===== src/hw/rtl/wsd_pkg.sv =====
// Shared types for the WebSocket frame deframer.
package wsd_pkg;

  // Parse phases. The unused codes behave as expecting the first header byte.
  typedef enum logic [2:0] {
    PhHdr0    = 3'd0,
    PhHdr1    = 3'd1,
    PhExtLen  = 3'd2,
    PhMask    = 3'd3,
    PhPayload = 3'd4
  } phase_e;

  localparam logic [6:0] Len16Code = 7'd126;
  localparam logic [6:0] Len64Code = 7'd127;
  localparam logic [3:0] Ext16Bytes = 4'd2;
  localparam logic [3:0] Ext64Bytes = 4'd8;
  localparam logic [2:0] KeyBytes = 3'd4;

  // One result item handed from the parser to the output register.
  typedef struct packed {
    logic [7:0] payload_byte;
    logic [3:0] frame_opcode;
    logic       last_of_frame;
    logic       empty_frame;
  } result_t;

endpackage


===== src/hw/rtl/wsd_parser.sv =====
// Frame header parser and payload unmasking with its parse state registers.
module wsd_parser (
  input  logic               clk_i,
  input  logic               rst_ni,
  input  logic               byte_valid_i,
  input  logic [7:0]         byte_i,
  output logic               res_valid_o,
  output wsd_pkg::result_t   res_o
);

  wsd_pkg::phase_e phase_q, phase_d;
  logic [3:0]  ext_left_q, ext_left_d;
  logic [63:0] rem_len_q, rem_len_d;
  logic [31:0] mask_key_q, mask_key_d;
  logic [2:0]  mask_left_q, mask_left_d;
  logic [1:0]  key_pos_q, key_pos_d;
  logic [3:0]  opcode_q, opcode_d;
  logic        masked_q, masked_d;

  logic [6:0]  len7;
  logic [7:0]  key_byte;
  logic [4:0]  key_sel;

  assign len7    = byte_i[6:0];
  // Key byte zero sits in the top byte of the key register.
  assign key_sel = {~key_pos_q, 3'b000};
  assign key_byte = masked_q ? mask_key_q[key_sel +: 8] : 8'h00;

  always_comb begin
    phase_d     = phase_q;
    ext_left_d  = ext_left_q;
    rem_len_d   = rem_len_q;
    mask_key_d  = mask_key_q;
    mask_left_d = mask_left_q;
    key_pos_d   = key_pos_q;
    opcode_d    = opcode_q;
    masked_d    = masked_q;
    res_valid_o = 1'b0;
    res_o.payload_byte  = 8'h00;
    res_o.frame_opcode  = opcode_q;
    res_o.last_of_frame = 1'b1;
    res_o.empty_frame   = 1'b1;

    case (phase_q)
      wsd_pkg::PhHdr1: begin
        masked_d = byte_i[7];
        if (len7 == wsd_pkg::Len16Code) begin
          rem_len_d  = '0;
          ext_left_d = wsd_pkg::Ext16Bytes;
          phase_d    = wsd_pkg::PhExtLen;
        end else if (len7 == wsd_pkg::Len64Code) begin
          rem_len_d  = '0;
          ext_left_d = wsd_pkg::Ext64Bytes;
          phase_d    = wsd_pkg::PhExtLen;
        end else begin
          rem_len_d = {57'd0, len7};
          if (byte_i[7]) begin
            mask_left_d = wsd_pkg::KeyBytes;
            mask_key_d  = '0;
            phase_d     = wsd_pkg::PhMask;
          end else begin
            key_pos_d = 2'd0;
            if (len7 == 7'd0) begin
              phase_d     = wsd_pkg::PhHdr0;
              res_valid_o = 1'b1;
            end else begin
              phase_d = wsd_pkg::PhPayload;
            end
          end
        end
      end
      wsd_pkg::PhExtLen: begin
        rem_len_d  = {rem_len_q[55:0], byte_i};
        ext_left_d = ext_left_q - 4'd1;
        if (ext_left_d == 4'd0) begin
          if (masked_q) begin
            mask_left_d = wsd_pkg::KeyBytes;
            mask_key_d  = '0;
            phase_d     = wsd_pkg::PhMask;
          end else begin
            key_pos_d = 2'd0;
            if (rem_len_d == 64'd0) begin
              phase_d     = wsd_pkg::PhHdr0;
              res_valid_o = 1'b1;
            end else begin
              phase_d = wsd_pkg::PhPayload;
            end
          end
        end
      end
      wsd_pkg::PhMask: begin
        mask_key_d  = {mask_key_q[23:0], byte_i};
        mask_left_d = mask_left_q - 3'd1;
        if (mask_left_d == 3'd0) begin
          key_pos_d = 2'd0;
          if (rem_len_q == 64'd0) begin
            phase_d     = wsd_pkg::PhHdr0;
            res_valid_o = 1'b1;
          end else begin
            phase_d = wsd_pkg::PhPayload;
          end
        end
      end
      wsd_pkg::PhPayload: begin
        key_pos_d   = key_pos_q + 2'd1;
        rem_len_d   = rem_len_q - 64'd1;
        res_valid_o = 1'b1;
        res_o.payload_byte  = byte_i ^ key_byte;
        res_o.last_of_frame = (rem_len_d == 64'd0);
        res_o.empty_frame   = 1'b0;
        if (rem_len_d == 64'd0) begin
          phase_d = wsd_pkg::PhHdr0;
        end
      end
      default: begin
        opcode_d = byte_i[3:0];
        phase_d  = wsd_pkg::PhHdr1;
      end
    endcase

    if (!byte_valid_i) begin
      res_valid_o = 1'b0;
    end
  end

  always_ff @(posedge clk_i or negedge rst_ni) begin
    if (!rst_ni) begin
      phase_q     <= wsd_pkg::PhHdr0;
      ext_left_q  <= '0;
      rem_len_q   <= '0;
      mask_key_q  <= '0;
      mask_left_q <= '0;
      key_pos_q   <= '0;
      opcode_q    <= '0;
      masked_q    <= 1'b0;
    end else if (byte_valid_i) begin
      phase_q     <= phase_d;
      ext_left_q  <= ext_left_d;
      rem_len_q   <= rem_len_d;
      mask_key_q  <= mask_key_d;
      mask_left_q <= mask_left_d;
      key_pos_q   <= key_pos_d;
      opcode_q    <= opcode_d;
      masked_q    <= masked_d;
    end
  end

endmodule


===== src/hw/rtl/websocket_frame_deframer.sv =====
// Top level of the WebSocket frame deframer: byte stream in, unmasked payload stream out.
// A payload byte or empty-frame marker appears in the cycle after its byte is accepted.
// Throughput: one byte per cycle unless the receiver stalls; parse state and 64-bit length
// count update in the accept cycle, so header, key and payload bytes stream without gaps.
// Header, length and key bytes produce no output request, except that the byte completing
// the header of a zero-length frame produces the empty-frame marker.
// Reset (rst_ni low, asynchronous) returns the parser to the first header byte and empties
// the output register.
module websocket_frame_deframer (
  input  logic        clk_i,
  input  logic        rst_ni,
  input  logic        s_axis_tvalid_i,
  output logic        s_axis_tready_o,
  input  logic [7:0]  s_axis_tdata_i,   // [7:0] in_byte
  output logic        m_axis_tvalid_o,
  input  logic        m_axis_tready_i,
  output logic [15:0] m_axis_tdata_o,   // [7:0] payload_byte, [11:8] frame_opcode, rest zero
  output logic        m_axis_tlast_o,   // last_of_frame
  output logic        m_axis_tuser_o    // [0] empty_frame
);

  logic             in_accept;
  logic             res_valid;
  wsd_pkg::result_t res;
  logic             out_valid_q, out_valid_d;
  wsd_pkg::result_t out_q;

  // The output register parts the two sides: a new byte is taken whenever the
  // register is empty or its request is being taken in this same cycle.
  assign s_axis_tready_o = !out_valid_q || m_axis_tready_i;
  assign in_accept       = s_axis_tvalid_i && s_axis_tready_o;

  wsd_parser u_parser (
    .clk_i        (clk_i),
    .rst_ni       (rst_ni),
    .byte_valid_i (in_accept),
    .byte_i       (s_axis_tdata_i),
    .res_valid_o  (res_valid),
    .res_o        (res)
  );

  always_comb begin
    out_valid_d = out_valid_q;
    if (res_valid) begin
      out_valid_d = 1'b1;
    end else if (m_axis_tready_i) begin
      out_valid_d = 1'b0;
    end
  end

  always_ff @(posedge clk_i or negedge rst_ni) begin
    if (!rst_ni) begin
      out_valid_q <= 1'b0;
    end else begin
      out_valid_q <= out_valid_d;
    end
  end

  // Payload register: loaded only with a new result, so it holds while stalled.
  always_ff @(posedge clk_i) begin
    if (res_valid) begin
      out_q <= res;
    end
  end

  assign m_axis_tvalid_o = out_valid_q;
  assign m_axis_tdata_o  = {4'h0, out_q.frame_opcode, out_q.payload_byte};
  assign m_axis_tlast_o  = out_q.last_of_frame;
  assign m_axis_tuser_o  = out_q.empty_frame;

  // An empty-frame marker always closes its frame and carries a zero byte.
  a_empty_is_last: assert property (@(posedge clk_i) disable iff (!rst_ni)
    (m_axis_tvalid_o && m_axis_tuser_o) |-> (m_axis_tlast_o && m_axis_tdata_o[7:0] == 8'h00))
    else $error("empty-frame marker without last or with nonzero byte");

  // A result produced by an accepted byte is presented in the next cycle.
  a_result_shown: assert property (@(posedge clk_i) disable iff (!rst_ni)
    res_valid |=> m_axis_tvalid_o)
    else $error("parser result lost");

  // The parser never produces a result without an accepted byte.
  a_result_needs_accept: assert property (@(posedge clk_i) disable iff (!rst_ni)
    res_valid |-> in_accept)
    else $error("result without accepted byte");

endmodule


===== config.mk =====
export PLATFORM = sky130hd
export DESIGN_NAME = websocket_frame_deframer
export DESIGN_NICKNAME = d
export VERILOG_FILES = /design/src/hw/rtl/wsd_pkg.sv /design/src/hw/rtl/wsd_parser.sv /design/src/hw/rtl/websocket_frame_deframer.sv
export SDC_FILE = /design/constraint.sdc
export NUM_CORES = 1
export LEC_CHECK = 0
export BUFFER_PORTS_ARGS = -buffer_cell sky130_fd_sc_hd__buf_2
export CAP_MARGIN = 10
export CORE_ASPECT_RATIO = 0.7
export CORE_MARGIN = 2
export CORE_UTILIZATION = 45
export CTS_CLUSTER_SIZE = 16
export DETAILED_ROUTE_END_ITERATION = 8
export GPL_ROUTABILITY_DRIVEN = 1
export GPL_TIMING_DRIVEN = 1
export MAX_ROUTING_LAYER = met4
export PLACE_DENSITY = 0.7
export SKIP_LAST_GASP = 1
export SYNTH_ARGS = -nofsm -noshare
export SYNTH_HDL_FRONTEND = slang
export SYNTH_HIERARCHICAL = 1
export SYNTH_SLANG_ARGS = --single-unit
export TNS_END_PERCENT = 50

===== constraint.sdc =====
create_clock -name clk_i -period 3.1 [get_ports clk_i]
set_input_delay 0.465 -clock clk_i [delete_from_list [all_inputs] [get_ports clk_i]]
set_output_delay 0.465 -clock clk_i [all_outputs]
set_load 0.05 [all_outputs]

==> flow_summary_export.csv, run 1 <==
group,metric,value,unit
sta,maxSlewViolCount,0,
logic_synthesis,synth_edf_count,14,
logic_synthesis,ys_seq_elements,128,
place,place_hpwl,18840,um
logic_synthesis,synthArstFlopShare,0.8906,
detailed_routing,drt_iter0_drc,1329,
worst_hold_path,whs_endpoint,"m_axis_tvalid_o",
logic_synthesis,synth_top_family_by_area,"simple AND/OR/NAND/NOR gates",
logic_synthesis,synth-xor-area-share,0.03101,
floorplan,core_area,0.01790,mm^2
clock_network,cts_made_buffers,17,
final_layout,final_common_cell,"o21ai_0",
logic_synthesis,yosys.area_share.simple,0.2587,
detailed_routing,ant_nets,0,
critical_path,critPathKind,"flop to flop",
place,place.gp.congestion,1.069,
critical_path,worst_r2r_endpoint,"m_axis_tlast_o",
grt,track_usage,0.2983,
logic_synthesis,synthAdderAreaFrac,0.01069,
final_layout,fin_area,0.01012,mm^2
floorplan,std_cell_rows,41,
clock_network,cts_tree,"done",
critical_path,r2r_slack,-0.03,ns
pwr,ir_drop,499.5,uV
critical_path,r2r_start,"u_parser/rem_len_q[13]",
worst_hold_path,hold_class,"input port to flop",
sta,layout_setup_ws,-0.03177,ns
floorplan,die_h,116.9,um
logic_synthesis,avgSynthCellArea,8.249,um^2
sta,rsz0062_at_grt,"true",
detailed_routing,viasPerCell,6.328,
final_layout,final.fill_count,1555,
sta,finalHoldViolations,0,
grt,grt_pass1_vias,7673,
detailed_routing,drt-total-wl,27010,um
run_status,status,"finished with violations",
logic_synthesis,yosysWarnings,6,
logic_synthesis,synth_compound_area_frac,0.2222,
grt,grt_pass1_wl,43010,um
job,maxCapViolCount,0,
sta,worst_pin_slew,0.6433,ns
clock_network,root_buffer,"clkbuf_16",
critical_path,cp_max_fo,4,
final_layout,multiInputGateArea,0.004722,mm^2
pwr,p_per_area,885.7,mW/mm^2
worst_hold_path,holdPathStages,3,
sta,setup_tns,-0.03177,ns
logic_synthesis,synth.area.mux_share,0.02872,
grt,antenna_found_initial,0,
sta,skew,0.01587,ns
logic_synthesis,synthCells,993,
logic_synthesis,synth_area,0.008192,mm^2
logic_synthesis,ys_seq_area_frac,0.3996,
final_layout,area_growth,23.51,%
place,io_buffer_count,27,
sta,relSlewSlack,0.5711,
grt,grt_max_degree,101,
sta,fmaxAchievable,319.3,MHz
critical_path,critPathRequiredTime,3.37,ns
pwr,p_leak,0.004221,uW
clock_network,cts.reportedPaths.clkPinSlew,0.06,ns
clock_network,clkSinkCount,128,
sta,finalSetupViolCount,1,
final_layout,drive_gt1_frac,0.2324,
place,placed_area,0.009398,mm^2
logic_synthesis,ys.flop_type,"dfrtp_1",
sta,period_share,1.010,
worst_hold_path,hp-start,"m_axis_tready_i",
sta,holdWs,0.3182,ns
critical_path,rr_worst_depth,8,
final_layout,final_nets,1116,
critical_path,critPathCaptureType,"flop",
clock_network,cts-htree-levels,4,
floorplan,start_util,0.4575,
detailed_routing,firstDrtPassIters,8,
critical_path,critPathLaunchType,"flop",
final_layout,final_cell_mix,"o21ai_0, nand2_1, buf_4, dfrtp_1, nor2_1",
final_layout,diodes,0,
run_status,violations,"negative setup slack",
detailed_routing,drc_errors,0,
floorplan,die_area,0.01932,mm^2
critical_path,cp.arrival,3.40,ns
place,dp_slack,-0.1166,ns
sta,fin_crit,3.132,ns
floorplan,die_width,165.3,um
detailed_routing,vias,8518,
grt,gr-total-overflow,0,
logic_synthesis,ys_types,70,
detailed_routing,wl_per_cell,20.07,um
clock_network,clock_latency,0.44,ns
floorplan,ioPinCount,32,
final_layout,regArea,0.003274,mm^2
clock_network,clk_path_buf_depth,2,
==> worst max path at each step <==
stage,from,to,slack [ns],cells past startpoint
global route,u_parser/rem_len_q[33],m_axis_tlast_o,-0.16,9
detailed placement,u_parser/rem_len_q[21],m_axis_tlast_o,-0.12,9
global placement,u_parser/rem_len_q[21],m_axis_tlast_o,-0.04,9
floorplan,u_parser/rem_len_q[0],m_axis_tlast_o,0.04,10
finish,u_parser/rem_len_q[13],m_axis_tlast_o,-0.03,8
CTS,u_parser/rem_len_q[23],m_axis_tlast_o,-0.06,9
==> worst max-delay path: stages (launching register included) <==
cell and delay (ns):
dfrtp_1 0.43, nor4_4 0.33, nand4_1 0.27, or4_4 0.60, a32o_2 0.26, a2111oi_4 0.21, nand4_1 0.22, or4_4 0.46
o31ai_2 0.18
==> metrics by stage <==
step | total power, uW | utilization | cells
5_1_grt | 9450 | 0.5651 | 1346
4_1_cts | 8772 | 0.5581 | 1342
3_3_place_gp | 6674 | 0.5249 | 1309
6_report | 8960 | 0.5651 | 1346
3_5_place_dp | 6764 | 0.5249 | 1309
2_1_floorplan | 5174 | - | 996
==> layer usage <==
layer,up-vias,wire (um),global-route usage,share of wire
met4,0,554,0.09275,0.021
met5,-,0,-,0
met1,4104,12470,0.4463,0.46
met2,482,11130,0.3931,0.41
li1,3865,-,-,-
met3,67,2863,0.07118,0.11
==> where the power goes <==
group	internal (uW)	switching [uW]	total [uW]
Combinational	1620	2790	4410
Clock	1150	820	1970
Sequential	2090	497	2580
==> cell type report <==
type | count | area share
Clock inverter | 13 | 0.01101
Multi-Input combinational cell | 768 | 0.4667
Inverter | 25 | 0.009275
Clock buffer | 19 | 0.04489
Timing Repair Buffer | 157 | 0.1153
Sequential cell | 128 | 0.3236
Tap cell | 236 | 0.02919
==> Yosys cell counts (3+ instances only) <==
cell type,n,share of area
or3_1,9,0.0069
inv_1,24,0.011
o21ai_0,151,0.092
xor2_1,13,0.014
edfxtp_1,14,0.051
or2_2,4,0.0031
a32oi_1,22,0.024
nor3_1,39,0.024
nand2_1,137,0.063
a221oi_1,5,0.0053
nor3b_1,5,0.0046
nand2b_1,6,0.0046
dfrtp_1,114,0.35
o21ai_1,3,0.0018
clkbuf_1,66,0.030
a21boi_0,3,0.0027
mux4_2,8,0.022
nand3_1,22,0.013
buf_2,3,0.0018
o22ai_1,5,0.0038
a22oi_1,15,0.014
nor2_1,92,0.042
a211oi_1,3,0.0027
a21oi_1,54,0.033
a41oi_1,3,0.0032
nor2b_1,4,0.0031
nor4_4,5,0.013
ha_1,7,0.011
nor4_2,6,0.0092
and4_1,3,0.0032
or4_1,11,0.010
and3_1,6,0.0046
nand4_1,20,0.015
mux2_2,4,0.0055
o31ai_1,9,0.0082
buf_4,5,0.0046
xnor2_1,16,0.017
o21a_1,3,0.0027
nor4_1,27,0.021
a31oi_1,6,0.0046
a22o_1,4,0.0043
==> what timing repair did <==
| action | CTS | global route |
|---|---|---|
| pin swaps | 7 | 7 |
| gates cloned | 0 | 0 |
| setup endpoints to repair | 1 | 17 |
| hold endpoints to repair | 19 | 0 |
| hold buffers | 1 | 0 |
| gates resized for setup | 3 | 21 |
| buffers inserted | 0 | 4 |
==> kinds of logic after synthesis <==
logic type                 Yosys count
and+or+nand+nor                    411
buffers and inverters              100
other                                1
AOI/OAI and AO/OA                  304
adders and majority gates            7
xor gates and xnor gates            29
DFF                                128
muxes                               13
==> sequential cells by signal (all words and copies together) (netlist names), 2 cells and up <==
name and flops:
u_parser/rem_len_q 64, u_parser/mask_key_q 32, m_axis_tdata_o 12, u_parser/ext_left_q 4, u_parser/opcode_q 4, u_parser/mask_left_q 3
u_parser/phase_q 3, u_parser/key_pos_q 2
(Power assumes the default switching activity.)
==> run 2, diff against run 1 <==
--- a/config.mk
+++ b/config.mk
@@ -5,6 +5,7 @@
 export SDC_FILE = /design/constraint.sdc
 export NUM_CORES = 1
 export LEC_CHECK = 0
+export ABC_CLOCK_PERIOD_IN_PS = 3950
 export BUFFER_PORTS_ARGS = -buffer_cell sky130_fd_sc_hd__buf_2
 export CAP_MARGIN = 10
 export CORE_ASPECT_RATIO = 0.7
@@ -15,7 +16,8 @@
 export GPL_ROUTABILITY_DRIVEN = 1
 export GPL_TIMING_DRIVEN = 1
 export MAX_ROUTING_LAYER = met4
-export PLACE_DENSITY = 0.7
+export PLACE_DENSITY = 0.68
+export SETUP_SLACK_MARGIN = 0.3
 export SKIP_LAST_GASP = 1
 export SYNTH_ARGS = -nofsm -noshare
 export SYNTH_HDL_FRONTEND = slang
==> constraint.sdc (replaced) <==
create_clock -name clk_i -period 3.95 [get_ports clk_i]
set_input_delay 0.5925 -clock clk_i [delete_from_list [all_inputs] [get_ports clk_i]]
set_output_delay 0.5925 -clock clk_i [all_outputs]
set_load 0.05 [all_outputs]
==> run 2 against run 1 <==
The flow now finishes without violations. Worst hold slack worse by 0.14 ns. Core utilization shrank 5.1 points. Power is 27% lower. Clock-buffer cell count is 2 lower. Sequential cell count is the same. Maximum frequency is 10% lower. Clock skew down 0.0034 ns. Worst setup slack improved by 0.49 ns. Critical path depth increased by 2. Non-clock buffer count is 103 lower. Critical path type unchanged. Largest cell class unchanged. Largest power group unchanged.
==> flow_summary_export.csv, run 2 (synthesis gave the netlist of run 1 again) <==
group,metric,value,unit
run_status,status,"finished, final reports clean",
detailed_routing,viasPerCell,6.379,
critical_path,critPathKind,"flop to flop",
sta,skew,0.01250,ns
sta,period_share,0.8847,
final_layout,final.fill_count,1667,
grt,antenna_found_initial,0,
clock_network,cts_made_buffers,17,
clock_network,cts.reportedPaths.clkPinSlew,0.07,ns
detailed_routing,ant_nets,0,
pwr,p_leak,0.003678,uW
sta,finalSetupViolCount,0,
clock_network,clkSinkCount,128,
grt,grt_pass1_wl,41000,um
clock_network,hold_buffers,0,
sta,relSlewSlack,0.4406,
critical_path,critPathRequiredTime,4.21,ns
critical_path,cp-startpoint,"u_parser/rem_len_q[0]",
sta,finalHoldViolations,0,
sta,setup_tns,0,ns
final_layout,final_cell_mix,"o21ai_0, nand2_1, dfrtp_1, nor2_1, a21oi_1",
place,place.gp.congestion,0.9800,
final_layout,final_nets,1013,
sta,fmaxAchievable,286.2,MHz
critical_path,rr_worst_depth,10,
critical_path,r2r_slack,0.46,ns
clock_network,cts_tree,"done",
clock_network,clk_path_buf_depth,2,
place,placed_area,0.008541,mm^2
detailed_routing,drt-total-wl,25220,um
detailed_routing,drt_iter0_drc,1312,
critical_path,critPathCapture,"m_axis_tlast_o",
grt,grt_pass1_vias,7302,
critical_path,r2r_start,"u_parser/rem_len_q[0]",
detailed_routing,vias,7929,
clock_network,cts-htree-levels,4,
floorplan,start_util,0.4575,
detailed_routing,wl_per_cell,20.29,um
final_layout,largest_reg_flops,64,
pwr,p_per_area,715.1,mW/mm^2
final_layout,finalNonFillerCells,1243,
floorplan,die_h,116.9,um
place,dp.cells,1207,
grt,grt_max_degree,65,
clock_network,root_buffer,"clkbuf_16",
grt,gr-total-overflow,0,
grt,track_usage,0.2839,
place,dp_slack,0.3972,ns
worst_hold_path,hold_class,"input port to asynchronous set/reset pin",
clock_network,clock_latency,0.43,ns
place,place_hpwl,17600,um
detailed_routing,drc_errors,0,
place,io_buffer_count,27,
sta,fin_crit,3.495,ns
critical_path,critPathLaunchType,"flop",
detailed_routing,firstDrtPassIters,5,
critical_path,cp.arrival,3.76,ns
final_layout,final_common_cell,"o21ai_0",
pwr,total_power,6580,uW
floorplan,die_width,165.3,um
critical_path,worst_r2r_endpoint,"m_axis_tlast_o",
sta,rsz0062_at_grt,"false",
floorplan,core_area,0.01790,mm^2
critical_path,cp_max_fo,6,
floorplan,ioPinCount,32,
job,maxCapViolCount,0,
final_layout,fin_area,0.009201,mm^2
floorplan,die_area,0.01932,mm^2
final_layout,drive_gt1_frac,0.1351,
sta,worst_pin_slew,0.8360,ns
final_layout,top_register,"u_parser/rem_len_q",
floorplan,std_cell_rows,41,
critical_path,critPathCaptureType,"flop",
pwr,ir_drop,317.0,uV
sta,maxSlewViolCount,0,
final_layout,area_growth,12.33,%
final_layout,diodes,0,
sta,layout_setup_ws,0.4554,ns
## run 2: cell count changes in the layout (fill, tap and decap cells not counted), sizes merged
cell	previous run	this run
buf	156	54
clkbuf	19	17
clkinv	6	2
clkinvlp	4	2
dlygate4sd3	1	0
inv	27	35
## run 2: worst min path at each step
stage                          from                      to  slack, ns  cells past startpoint
6_report                     rst_ni  u_parser/mask_key_q[5]       0.18                      1
5_1_grt                      rst_ni  u_parser/mask_key_q[5]       0.23                      1
4_1_cts                      rst_ni  u_parser/mask_key_q[5]       0.20                      1
3_5_place_dp   u_parser/opcode_q[1]       m_axis_tdata_o[9]       0.43                      0
3_3_place_gp   u_parser/opcode_q[2]      m_axis_tdata_o[10]       0.43                      0
2_1_floorplan                rst_ni         m_axis_tvalid_o       0.30                      0
## run 2: power by group
part / total [uW] / switching, uW / leakage [uW] / internal (uW)
Clock: 1600 / 695 / 0.000287 / 900
Sequential: 2120 / 484 / 0.00166 / 1630
Combinational: 2870 / 1910 / 0.00173 / 958
## run 2: through the flow
stage,util,hold WS (ns)
after floorplan,-,0.2969
after global placement,0.4770,0.4315
after detailed placement,0.4770,0.4331
after CTS,0.5100,0.1960
after global routing,0.5139,0.2294
final,0.5139,0.1826
## run 2: repair_timing
action,4_1_cts,5_1_grt
gates resized for setup,0,9
setup endpoints to repair,0,1
buffers inserted,0,4
## run 2: metal layers
layer / routed length [um] / global-route usage / up-vias
met5: 0 / - / -
met4: 435 / 0.07188 / 0
met3: 2602 / 0.06307 / 45
met2: 10290 / 0.3794 / 431
met1: 11880 / 0.4295 / 3798
li1: - / - / 3655
## run 2: critical path, stage by stage, from the launching register on
cell	delay, ns
dfrtp_1	0.47
inv_2	0.14
ha_4	0.17
or4b_4	0.50
or3_4	0.40
nor2_2	0.14
nand2_1	0.12
a2111oi_4	0.39
nand4_1	0.21
or4_1	0.55
o31ai_1	0.26
## run 2: final cells by class
type                    instances  area, um^2  area share
inverters                      25       93.84     0.01020
well taps                     236       295.3     0.03209
repair buffers                 54       352.8     0.03835
flip-flops and latches        128        3273      0.3557
clock buffers                  17       425.4     0.04623
clock inverters                15       165.2     0.01795
multi-input cells             768        4596      0.4995
